File: src/sv/bank_switch_mapper_with_scanline_irq_defines.svh
// Assertion helpers shared by the mapper RTL.
`ifndef BANK_SWITCH_MAPPER_WITH_SCANLINE_IRQ_DEFINES_SVH
`define BANK_SWITCH_MAPPER_WITH_SCANLINE_IRQ_DEFINES_SVH

// Same-cycle implication, sampled on clock, off during reset.
`define MMC3_ASSERT_IMP(name, cond, expr, msg) \
   name: assert property (@(posedge clock) disable iff (reset) (cond) |-> (expr)) \
      else $error(msg);

// Next-cycle implication, sampled on clock, off during reset.
`define MMC3_ASSERT_NXT(name, cond, expr, msg) \
   name: assert property (@(posedge clock) disable iff (reset) (cond) |=> (expr)) \
      else $error(msg);

`endif

File: src/sv/mmc3_pkg.sv
package mmc3_pkg;

   localparam int PRG_ADDR_BITS = 21;
   localparam int CHR_ADDR_BITS = 18;
   localparam int MEM_ADDR_W    = 21;
   localparam int NUM_BANKS     = 8;
   localparam int SIZE_LOG2_W   = 5;
   localparam int CFG_INDEX_W   = 2;

   typedef enum logic [1:0] {
      OP_CPU_READ  = 2'd0,
      OP_CPU_WRITE = 2'd1,
      OP_PPU_READ  = 2'd2,
      OP_PPU_WRITE = 2'd3
   } op_type;

   typedef enum logic [2:0] {
      TGT_NONE     = 3'd0,
      TGT_PRG_ROM  = 3'd1,
      TGT_WORK_RAM = 3'd2,
      TGT_CHR_ROM  = 3'd3,
      TGT_CHR_RAM  = 3'd4,
      TGT_REGISTER = 3'd5
   } tgt_type;

   // {A14, A13, A0} of a CPU write at 0x8000-0xFFFF
   typedef enum logic [2:0] {
      REG_BANK_SELECT = 3'b000,
      REG_BANK_DATA   = 3'b001,
      REG_MIRROR      = 3'b010,
      REG_RAM_PROTECT = 3'b011,
      REG_IRQ_LATCH   = 3'b100,
      REG_IRQ_RELOAD  = 3'b101,
      REG_IRQ_DISABLE = 3'b110,
      REG_IRQ_ENABLE  = 3'b111
   } reg_sel_type;

   typedef enum logic [CFG_INDEX_W-1:0] {
      CFG_PRG_SIZE  = 2'd0,
      CFG_CHR_SIZE  = 2'd1,
      CFG_CHR_RAM   = 2'd2,
      CFG_RAM_ALWAYS = 2'd3
   } cfg_index_type;

   typedef logic [NUM_BANKS-1:0][7:0] bank_file_type;

   typedef struct packed {
      logic                   prg_swap;
      logic                   chr_invert;
      logic                   ram_read_ok;
      logic                   ram_write_ok;
      logic [SIZE_LOG2_W-1:0] prg_size_log2;
      logic [SIZE_LOG2_W-1:0] chr_size_log2;
      logic                   chr_is_ram;
      logic                   ram_always_on;
   } map_ctl_type;

   typedef struct packed {
      logic       ppu_access;
      logic       a12;
      logic       set_latch;
      logic [7:0] latch_val;
      logic       set_reload;
      logic       irq_disable;
      logic       irq_arm;
   } irq_ctl_type;

endpackage

File: src/sv/mmc3_irq.sv
module mmc3_irq (
   input  logic                 clock,
   input  logic                 reset,
   input  logic                 fire,
   input  mmc3_pkg::irq_ctl_type ctl,
   output logic                 irq_next
);
   import mmc3_pkg::*;

   logic [7:0] latch_ff, latch_in;
   logic [7:0] count_ff, count_in;
   logic       reload_ff, reload_in;
   logic       enabled_ff, enabled_in;
   logic       last_a12_ff, last_a12_in;
   logic       pending_ff, pending_in;
   logic       rise;
   logic [7:0] count_clk;

   assign rise      = ctl.ppu_access && ctl.a12 && !last_a12_ff;
   assign count_clk = ((count_ff == 8'd0) || reload_ff) ? latch_ff : count_ff - 8'd1;

   always_comb begin
      latch_in    = ctl.set_latch ? ctl.latch_val : latch_ff;
      count_in    = rise ? count_clk : count_ff;
      reload_in   = ctl.set_reload ? 1'b1 : (rise ? 1'b0 : reload_ff);
      last_a12_in = ctl.ppu_access ? ctl.a12 : last_a12_ff;
      priority if (ctl.irq_disable) begin
         enabled_in = 1'b0;
      end else if (ctl.irq_arm) begin
         enabled_in = 1'b1;
      end else begin
         enabled_in = enabled_ff;
      end
      priority if (ctl.irq_disable) begin
         pending_in = 1'b0;
      end else if (rise && (count_clk == 8'd0) && enabled_ff) begin
         pending_in = 1'b1;
      end else begin
         pending_in = pending_ff;
      end
   end

   assign irq_next = pending_in;

   always_ff @(posedge clock) begin
      if (reset) begin
         latch_ff    <= 8'd0;
         count_ff    <= 8'd0;
         reload_ff   <= 1'b0;
         enabled_ff  <= 1'b0;
         last_a12_ff <= 1'b1;
         pending_ff  <= 1'b0;
      end else if (fire) begin
         latch_ff    <= latch_in;
         count_ff    <= count_in;
         reload_ff   <= reload_in;
         enabled_ff  <= enabled_in;
         last_a12_ff <= last_a12_in;
         pending_ff  <= pending_in;
      end
   end

endmodule

File: src/sv/mmc3_map.sv
module mmc3_map (
   input  mmc3_pkg::op_type                     op,
   input  logic [15:0]                          address,
   input  mmc3_pkg::bank_file_type              banks,
   input  mmc3_pkg::map_ctl_type                ctl,
   output mmc3_pkg::tgt_type                    target,
   output logic [mmc3_pkg::MEM_ADDR_W-1:0]      mem_addr,
   output logic                                 write_strobe
);
   import mmc3_pkg::*;

   logic [SIZE_LOG2_W-1:0]   prg_log, chr_log;
   logic [PRG_ADDR_BITS:0]   prg_mask_wide;
   logic [PRG_ADDR_BITS-1:0] prg_mask, prg_base, prg_xlat;
   logic [CHR_ADDR_BITS:0]   chr_mask_wide;
   logic [CHR_ADDR_BITS-1:0] chr_mask, chr_base, chr_xlat;
   logic [15:0]              a_sw;
   logic [12:0]              pa;
   logic                     wram_hit;

   // Size clamps: PRG 16K..2M, CHR 1K..256K
   always_comb begin
      priority if (ctl.prg_size_log2 < SIZE_LOG2_W'(14)) begin
         prg_log = SIZE_LOG2_W'(14);
      end else if (ctl.prg_size_log2 > SIZE_LOG2_W'(PRG_ADDR_BITS)) begin
         prg_log = SIZE_LOG2_W'(PRG_ADDR_BITS);
      end else begin
         prg_log = ctl.prg_size_log2;
      end
      priority if (ctl.chr_size_log2 < SIZE_LOG2_W'(10)) begin
         chr_log = SIZE_LOG2_W'(10);
      end else if (ctl.chr_size_log2 > SIZE_LOG2_W'(CHR_ADDR_BITS)) begin
         chr_log = SIZE_LOG2_W'(CHR_ADDR_BITS);
      end else begin
         chr_log = ctl.chr_size_log2;
      end
   end

   assign prg_mask_wide = ({{PRG_ADDR_BITS{1'b0}}, 1'b1} << prg_log) - 1'b1;
   assign prg_mask      = prg_mask_wide[PRG_ADDR_BITS-1:0];
   assign chr_mask_wide = ({{CHR_ADDR_BITS{1'b0}}, 1'b1} << chr_log) - 1'b1;
   assign chr_mask      = chr_mask_wide[CHR_ADDR_BITS-1:0];

   // PRG: swap mode exchanges the 0x8000 and 0xC000 windows
   always_comb begin
      a_sw = address;
      if (ctl.prg_swap && !address[13]) begin
         a_sw[14] = ~address[14];
      end
      unique case (a_sw[14:13])
         2'b00:   prg_base = {banks[6], 13'd0};
         2'b01:   prg_base = {banks[7], 13'd0};
         2'b10:   prg_base = prg_mask & ~PRG_ADDR_BITS'(16'h3fff);
         default: prg_base = prg_mask & ~PRG_ADDR_BITS'(16'h1fff);
      endcase
      prg_xlat = (PRG_ADDR_BITS'(a_sw[12:0]) | prg_base) & prg_mask;
   end

   // CHR: two 2K windows and four 1K windows, halves swapped by invert mode
   always_comb begin
      pa = address[12:0];
      pa[12] = address[12] ^ ctl.chr_invert;
      unique case (pa[12:10])
         3'b000, 3'b001: chr_base = {banks[0][7:1], 1'b0, 10'd0};
         3'b010, 3'b011: chr_base = {banks[1][7:1], 1'b0, 10'd0};
         3'b100:         chr_base = {banks[2], 10'd0};
         3'b101:         chr_base = {banks[3], 10'd0};
         3'b110:         chr_base = {banks[4], 10'd0};
         default:        chr_base = {banks[5], 10'd0};
      endcase
      chr_xlat = (pa[12] ? CHR_ADDR_BITS'(pa[9:0]) : CHR_ADDR_BITS'(pa[10:0])) | chr_base;
   end

   assign wram_hit = (address[15:13] == 3'b011);

   always_comb begin
      target       = TGT_NONE;
      mem_addr     = '0;
      write_strobe = 1'b0;
      unique case (op)
         OP_CPU_READ: begin
            if (address[15]) begin
               target   = TGT_PRG_ROM;
               mem_addr = prg_xlat;
            end else if (wram_hit && (ctl.ram_always_on || ctl.ram_read_ok)) begin
               target   = TGT_WORK_RAM;
               mem_addr = MEM_ADDR_W'(address[12:0]);
            end
         end
         OP_CPU_WRITE: begin
            if (address[15]) begin
               target   = TGT_REGISTER;
               mem_addr = MEM_ADDR_W'({address[15:13], 12'd0, address[0]});
            end else if (wram_hit && (ctl.ram_always_on || ctl.ram_write_ok)) begin
               target       = TGT_WORK_RAM;
               mem_addr     = MEM_ADDR_W'(address[12:0]);
               write_strobe = 1'b1;
            end
         end
         OP_PPU_READ: begin
            target   = ctl.chr_is_ram ? TGT_CHR_RAM : TGT_CHR_ROM;
            mem_addr = MEM_ADDR_W'(chr_xlat & chr_mask);
         end
         OP_PPU_WRITE: begin
            if (ctl.chr_is_ram) begin
               target       = TGT_CHR_RAM;
               mem_addr     = MEM_ADDR_W'(chr_xlat & chr_mask & CHR_ADDR_BITS'(16'h1fff));
               write_strobe = 1'b1;
            end
         end
         default: begin
            target = TGT_NONE;
         end
      endcase
   end

endmodule

File: src/sv/bank_switch_mapper_with_scanline_irq.sv
// Bank-switching cartridge mapper with scanline interrupt counter. Each request on req_ is one
// CPU or PPU bus access (kind in req_tuser); the response on rsp_ names the memory it reaches,
// the physical byte address within it, a write strobe, and the interrupt line and mirroring bit
// as they stand after that access. CPU writes at 0x8000-0xFFFF program the bank, mode, RAM
// protect and IRQ registers; CPU reads there map through two switchable and two fixed 8K PRG
// banks; 0x6000-0x7FFF reaches work RAM when enabled; PPU pattern accesses map through 2K/1K
// CHR banks and rising edges of PPU A12 clock the counter. One request is taken every cycle
// while the response side is not stalled; each request passes the input register, then the
// result register, with the single translate stage between them. A stalled response holds the
// pipe; csr_ writes are taken at once and must only be issued while no request is in flight.
module bank_switch_mapper_with_scanline_irq (
   input  logic        clock,
   input  logic        reset,
   // request channel
   input  logic        req_tvalid,
   output logic        req_tready,
   input  logic [23:0] req_tdata,   // address[15:0], wdata[23:16]
   input  logic [1:0]  req_tuser,   // op[1:0]
   // response channel
   output logic        rsp_tvalid,
   input  logic        rsp_tready,
   output logic [23:0] rsp_tdata,   // mem_addr[20:0], write_strobe[21], irq_out[22],
                                    // mirror_horizontal[23]
   output logic [2:0]  rsp_tuser,   // target[2:0]
   // configuration
   input  logic        csr_valid,
   output logic        csr_ready,
   input  logic [1:0]  csr_index,
   input  logic [4:0]  csr_data
);
   import mmc3_pkg::*;
`include "bank_switch_mapper_with_scanline_irq_defines.svh"

   // ---- input register ----
   logic        in_valid_ff, in_valid_in;
   op_type      in_op_ff;
   logic [15:0] in_addr_ff;
   logic [7:0]  in_wdata_ff;
   logic        advance, fire, req_fire;

   // ---- mapper state ----
   logic [2:0]    bank_idx_ff, bank_idx_in;
   bank_file_type banks_ff, banks_in;
   logic          prg_swap_ff, prg_swap_in;
   logic          chr_inv_ff, chr_inv_in;
   logic          mirror_ff, mirror_in;
   logic          ram_rd_ff, ram_rd_in;
   logic          ram_wr_ff, ram_wr_in;

   // ---- configuration ----
   logic [SIZE_LOG2_W-1:0] cfg_prg_log_ff, cfg_chr_log_ff;
   logic                   cfg_chr_ram_ff, cfg_ram_always_ff;

   // ---- result register ----
   logic                  rsp_valid_ff, rsp_valid_in;
   tgt_type               rsp_target_ff;
   logic [MEM_ADDR_W-1:0] rsp_addr_ff;
   logic                  rsp_strobe_ff, rsp_irq_ff, rsp_mirror_ff;

   // ---- translate stage ----
   tgt_type               map_target;
   logic [MEM_ADDR_W-1:0] map_addr;
   logic                  map_strobe;
   logic                  irq_next;
   map_ctl_type           map_ctl;
   irq_ctl_type           irq_ctl;
   logic                  reg_write;
   reg_sel_type           reg_sel;

   // Pipe moves whenever the result slot is free or being drained
   assign advance     = !rsp_valid_ff || rsp_tready;
   assign fire        = in_valid_ff && advance;
   assign req_tready  = !in_valid_ff || advance;
   assign req_fire    = req_tvalid && req_tready;
   assign in_valid_in = req_fire || (in_valid_ff && !advance);
   assign rsp_valid_in = advance ? in_valid_ff : rsp_valid_ff;

   always_ff @(posedge clock) begin
      if (reset) begin
         in_valid_ff <= 1'b0;
      end else begin
         in_valid_ff <= in_valid_in;
      end
      if (req_fire) begin
         in_op_ff    <= op_type'(req_tuser);
         in_addr_ff  <= req_tdata[15:0];
         in_wdata_ff <= req_tdata[23:16];
      end
   end

   // Register decode: address & 0xE001 reduces to {A14, A13, A0} above 0x8000
   assign reg_write = (in_op_ff == OP_CPU_WRITE) && in_addr_ff[15];
   assign reg_sel   = reg_sel_type'({in_addr_ff[14:13], in_addr_ff[0]});

   always_comb begin
      bank_idx_in = bank_idx_ff;
      banks_in    = banks_ff;
      prg_swap_in = prg_swap_ff;
      chr_inv_in  = chr_inv_ff;
      mirror_in   = mirror_ff;
      ram_rd_in   = ram_rd_ff;
      ram_wr_in   = ram_wr_ff;
      if (reg_write) begin
         unique case (reg_sel)
            REG_BANK_SELECT: begin
               bank_idx_in = in_wdata_ff[2:0];
               prg_swap_in = in_wdata_ff[6];
               chr_inv_in  = in_wdata_ff[7];
            end
            REG_BANK_DATA:   banks_in[bank_idx_ff] = in_wdata_ff;
            REG_MIRROR:      mirror_in = in_wdata_ff[0];
            REG_RAM_PROTECT: begin
               // bit 7 chip enable, bit 6 write protect
               ram_rd_in = in_wdata_ff[7];
               ram_wr_in = in_wdata_ff[7] && !in_wdata_ff[6];
            end
            default: ;       // IRQ registers live in the counter block
         endcase
      end
   end

   always_comb begin
      irq_ctl.ppu_access  = in_op_ff[1];
      irq_ctl.a12         = in_addr_ff[12];
      irq_ctl.set_latch   = reg_write && (reg_sel == REG_IRQ_LATCH);
      irq_ctl.latch_val   = in_wdata_ff;
      irq_ctl.set_reload  = reg_write && (reg_sel == REG_IRQ_RELOAD);
      irq_ctl.irq_disable = reg_write && (reg_sel == REG_IRQ_DISABLE);
      irq_ctl.irq_arm     = reg_write && (reg_sel == REG_IRQ_ENABLE);
   end

   // Mapping uses the state before this request; register writes and csr_ writes change it
   always_comb begin
      map_ctl.prg_swap      = prg_swap_ff;
      map_ctl.chr_invert    = chr_inv_ff;
      map_ctl.ram_read_ok   = ram_rd_ff;
      map_ctl.ram_write_ok  = ram_wr_ff;
      map_ctl.prg_size_log2 = cfg_prg_log_ff;
      map_ctl.chr_size_log2 = cfg_chr_log_ff;
      map_ctl.chr_is_ram    = cfg_chr_ram_ff;
      map_ctl.ram_always_on = cfg_ram_always_ff;
   end

   mmc3_map u_map (
      .op           (in_op_ff),
      .address      (in_addr_ff),
      .banks        (banks_ff),
      .ctl          (map_ctl),
      .target       (map_target),
      .mem_addr     (map_addr),
      .write_strobe (map_strobe)
   );

   mmc3_irq u_irq (
      .clock    (clock),
      .reset    (reset),
      .fire     (fire),
      .ctl      (irq_ctl),
      .irq_next (irq_next)
   );

   always_ff @(posedge clock) begin
      if (reset) begin
         bank_idx_ff <= 3'd0;
         banks_ff    <= '0;
         prg_swap_ff <= 1'b0;
         chr_inv_ff  <= 1'b0;
         mirror_ff   <= 1'b0;
         ram_rd_ff   <= 1'b0;
         ram_wr_ff   <= 1'b0;
      end else if (fire) begin
         bank_idx_ff <= bank_idx_in;
         banks_ff    <= banks_in;
         prg_swap_ff <= prg_swap_in;
         chr_inv_ff  <= chr_inv_in;
         mirror_ff   <= mirror_in;
         ram_rd_ff   <= ram_rd_in;
         ram_wr_ff   <= ram_wr_in;
      end
   end

   // Configuration writes are always taken
   assign csr_ready = 1'b1;

   always_ff @(posedge clock) begin
      if (reset) begin
         cfg_prg_log_ff    <= SIZE_LOG2_W'(17);
         cfg_chr_log_ff    <= SIZE_LOG2_W'(13);
         cfg_chr_ram_ff    <= 1'b0;
         cfg_ram_always_ff <= 1'b0;
      end else if (csr_valid) begin
         unique case (cfg_index_type'(csr_index))
            CFG_PRG_SIZE:   cfg_prg_log_ff    <= csr_data;
            CFG_CHR_SIZE:   cfg_chr_log_ff    <= csr_data;
            CFG_CHR_RAM:    cfg_chr_ram_ff    <= csr_data[0];
            CFG_RAM_ALWAYS: cfg_ram_always_ff <= csr_data[0];
            default: ;
         endcase
      end
   end

   // Result register
   always_ff @(posedge clock) begin
      if (reset) begin
         rsp_valid_ff <= 1'b0;
      end else begin
         rsp_valid_ff <= rsp_valid_in;
      end
      if (fire) begin
         rsp_target_ff <= map_target;
         rsp_addr_ff   <= map_addr;
         rsp_strobe_ff <= map_strobe;
         rsp_irq_ff    <= irq_next;
         rsp_mirror_ff <= mirror_in;
      end
   end

   assign rsp_tvalid = rsp_valid_ff;
   assign rsp_tuser  = rsp_target_ff;
   assign rsp_tdata  = {rsp_mirror_ff, rsp_irq_ff, rsp_strobe_ff, rsp_addr_ff};

   `MMC3_ASSERT_IMP(a_none_is_quiet, rsp_valid_ff && (rsp_target_ff == TGT_NONE),
      (rsp_addr_ff == '0) && !rsp_strobe_ff, "open-bus response carries address or strobe")
   `MMC3_ASSERT_IMP(a_strobe_target, rsp_valid_ff && rsp_strobe_ff,
      (rsp_target_ff == TGT_WORK_RAM) || (rsp_target_ff == TGT_CHR_RAM),
      "write strobe to a read-only target")
   `MMC3_ASSERT_NXT(a_ack_clears_irq, fire && reg_write && (reg_sel == REG_IRQ_DISABLE),
      !rsp_irq_ff, "IRQ still pending after acknowledge")
   `MMC3_ASSERT_NXT(a_fire_gives_rsp, fire, rsp_valid_ff, "translated request lost")

endmodule

File: config.mk
export PLATFORM = sky130hd
export DESIGN_NAME = bank_switch_mapper_with_scanline_irq
export DESIGN_NICKNAME = d
export VERILOG_FILES = /design/src/sv/mmc3_pkg.sv /design/src/sv/mmc3_irq.sv /design/src/sv/mmc3_map.sv /design/src/sv/bank_switch_mapper_with_scanline_irq.sv
export VERILOG_INCLUDE_DIRS = /design/src /design/src/sv
export SDC_FILE = /design/constraint.sdc
export NUM_CORES = 1
export LEC_CHECK = 0
export BUFFER_PORTS_ARGS = -buffer_cell sky130_fd_sc_hd__buf_2
export CAP_MARGIN = 20
export CORE_MARGIN = 5
export CORE_UTILIZATION = 37
export CTS_CLUSTER_SIZE = 25
export DETAILED_ROUTE_END_ITERATION = 8
export GPL_TIMING_DRIVEN = 0
export PLACE_DENSITY_LB_ADDON = 0.25
export SYNTH_ARGS = -nofsm -noshare
export SYNTH_HDL_FRONTEND = slang
export SYNTH_SLANG_ARGS = --single-unit
File: constraint.sdc
create_clock -name clock -period 2.05 [get_ports clock]
set_input_delay 0.1025 -clock clock [delete_from_list [all_inputs] [get_ports clock]]
set_output_delay 0.1025 -clock clock [all_outputs]
set_load 0.05 [all_outputs]
==> results.ini <==
[clock_tree]
clkSinkCount=157
cts_root_buf=clkbuf_16
clkTransAtPathRegs_ns=0.06
cts_buffers=17
htreeDepth=4
clk_latency_ns=0.43
cts_buffer_depth=2
cts_tree=built

[sta]
report.final.setup_viol=0
fin_worst_skew_ns=0.0135
worst_slew_pin_slew_ns=0.813
hold_viol_final=0
relSlewSlack_pct=45.8
max_freq_mhz=508
rsz0062_at_grt=yes
finalCritPeriodShare_pct=96.0
period_minus_slack_ns=1.97
drv_slew=0

[finish]
fin_util_pct=47.8
n_antenna_cell=0
area_delta_synth_final_pct=27.0
drive_above_1_share_pct=20.5
final_nets=868
fin_cells=1073

[detailed_routing]
via_per_inst=5.15
drt_drc_violations_left=0
postRouteAntennaNets=0
wirelength_um=18600
firstDrtPassIters=5
vias=5527
wl_per_cell_um=17.3
drt-initial-drc-count=314

[floorplanning]
io-pin-count=68
core_um2=18800
die-height_um=148
initial_core_util_pct=37.6
die_w_um=148
die_area_um2=22000
floorplan.rows=50

[synth]
syn_avg_cell_area_um2=10.2
synth_seq_cells=157
synthTopCellsByArea=dfxtp_1 29%, edfxtp_1 23%, mux2i_1 13%, nor2_1 6.3%, nand2_1 2.1%
synthArstFlopShare_pct=0
yosys_warnings=0
yosys.area.top_type_share_pct=29.5
synthCells=695
ys_seq_area_share_pct=52.0
yosysTopAreaCell=dfxtp_1
synth_common_cells=118 x nor2_1, 104 x dfxtp_1, 91 x mux2i_1
synth_cell_type_count=68
ys.flop_type=dfxtp_1
yosysMostFrequentCell=nor2_1
syn_area_um2=7060
synth-edff-count=53

[global_route]
globalRouteOverflowTotal=0
grt_max_degree=35
grt_pass1_wl_um=29200
antenna_found_initial=0
grt_pass1_vias=5380
grt.total_usage_pct=17.0

[setup_path]
worstReg2RegStart=in_addr_ff[10]
cp.arrival_ns=2.11
rr_worst_depth=5
end_kind=flop
crit_required_ns=2.19
path_max_fanout=10
rrSetupSlack_ns=0.08
start_kind=flop
crit_type=flop to flop
worstReg2RegEnd=rsp_addr_ff[15]

[placement]
dp.cells=999
place_congestion=0.824
hpwl_um=12900
portBuffers=65

[worst_hold_path]
min-delay-start=csr_index[0]
hold-path-endpoint=cfg_chr_ram_ff
min_path_cells=4
hold_path_class=input port to flop

[power]
vdd_drop_max_uv=574
p_total_mw=7.21
power-per-cell-area_nw_per_um2=804
leakage_nw=3.41

[job]
cap_violations=0

[run_status]
run_status=finished clean

-- cells in the final DEF, fill, tap and decap left out, types with 4 or more instances in the layout --
cell	count
a211o_1	6
a211oi_1	5
a21boi_0	5
a21o_1	8
a21oi_1	20
and2_1	7
buf_12	4
buf_2	72
buf_4	14
bufinv_16	4
clkbuf_1	32
clkbuf_16	17
clkbuf_2	4
conb_1	5
dfxtp_1	101
dlygate4sd3_1	33
edfxtp_1	53
inv_1	17
mux2i_1	91
nand2_1	37
nand2b_1	6
nand3_1	10
nand3b_1	4
nand4_1	4
nor2_1	117
nor2b_1	8
nor3_1	12
o211ai_1	7
o21ai_0	17
o221ai_1	6
o22ai_1	4
o31ai_1	5
xor2_1	4
-- critical path, cell delays in order, from the launching register on --
cell and delay (ns):
edfxtp_1 0.33, clkbuf_1 0.31, buf_2 0.32, o21ai_0 0.17
a221oi_1 0.36, o211ai_1 0.20
-- flip-flops by register name, indices dropped and copies added, names as in the netlist, 2 cells and up --
signal and cells:
in_addr_ff 16, u_irq.latch_ff 8, bank_idx_ff 3, banks_ff 62, u_irq.count_ff 8, in_wdata_ff 8
rsp_addr_ff 21, cfg_prg_log_ff 5, cfg_chr_log_ff 5, in_op_ff 2, rsp_tuser 3
-- metrics by stage --
stage	area [um2]	worst slack [ns]	setup TNS [ns]	hold WS, ns
global placement	7700	-0.488	-8.64	0.280
detailed placement	7710	-0.481	-7.68	0.281
global route	8970	-0.00972	-0.0246	0.0864
floorplan	7080	0.0294	0	0.201
CTS	8750	-0.00425	-0.00642	0.0433
finish	8970	0.0813	0	0.0512
-- repair_timing --
item	4_1_cts	5_1_grt
resized for setup	23	37
hold buffers	33	0
pin swaps	2	8
endpoints found under the hold margin	37	0
endpoints found under the setup margin	60	88
setup buffers	4	8
-- layout make-up --
class                   count  area (um2)
fillers                  1742        9800
flip-flops and latches    157        3680
multi-input cells         471        3250
repair buffers            112         811
clock buffers              21         440
well taps                 234         293
plain buffers              49         241
clock inverters            11         168
inverters                  18        80.1
-- layer usage --
layer / global-route usage, % / vias to the layer above / wire, um
met2: 27.2 / 131 / 8570
met1: 23.1 / 2630 / 9010
met5: 0 / - / 0
met4: 4.80 / 0 / 279
li1: - / 2745 / -
met3: 3.93 / 21 / 726
-- worst max path at each step --
stage	from	to	slack (ns)	cells past startpoint
2_1_floorplan	u_irq.count_ff[0]	u_irq.pending_ff	0.03	9
3_3_place_gp	in_addr_ff[11]	rsp_addr_ff[14]	-0.49	5
3_5_place_dp	in_addr_ff[11]	rsp_addr_ff[14]	-0.48	5
4_1_cts	in_addr_ff[14]	banks_ff[47]	-0.004	6
5_1_grt	in_op_ff[1]	banks_ff[61]	-0.01	6
6_report	in_addr_ff[10]	rsp_addr_ff[15]	0.08	5
-- kinds of logic (layout without fill, tap and decap cells) --
group / count (synthesis) / in the layout / share of synthesized area [%]
and+or+nand+nor: 246 / 246 / 17.1
DFF: 157 / 157 / 52.0
AOI/OAI and AO/OA: 115 / 115 / 11.7
muxes: 93 / 93 / 13.2
buffers and inverters: 71 / 211 / 4.22
xor gates and xnor gates: 8 / 8 / 0.992
adders and majority gates: 4 / 4 / 0.709
other: 1 / 5 / 0.0531
-- power by group --
| group | switching, mW | total, mW | internal [mW] |
|---|---|---|---|
| logic | 0.406 | 0.609 | 0.204 |
| registers | 0.0345 | 3.33 | 3.29 |
| clock network | 1.24 | 3.28 | 2.03 |
| total | 1.68 | 7.21 | 5.53 |
No activity file was read; power rests on OpenSTA's default activity.
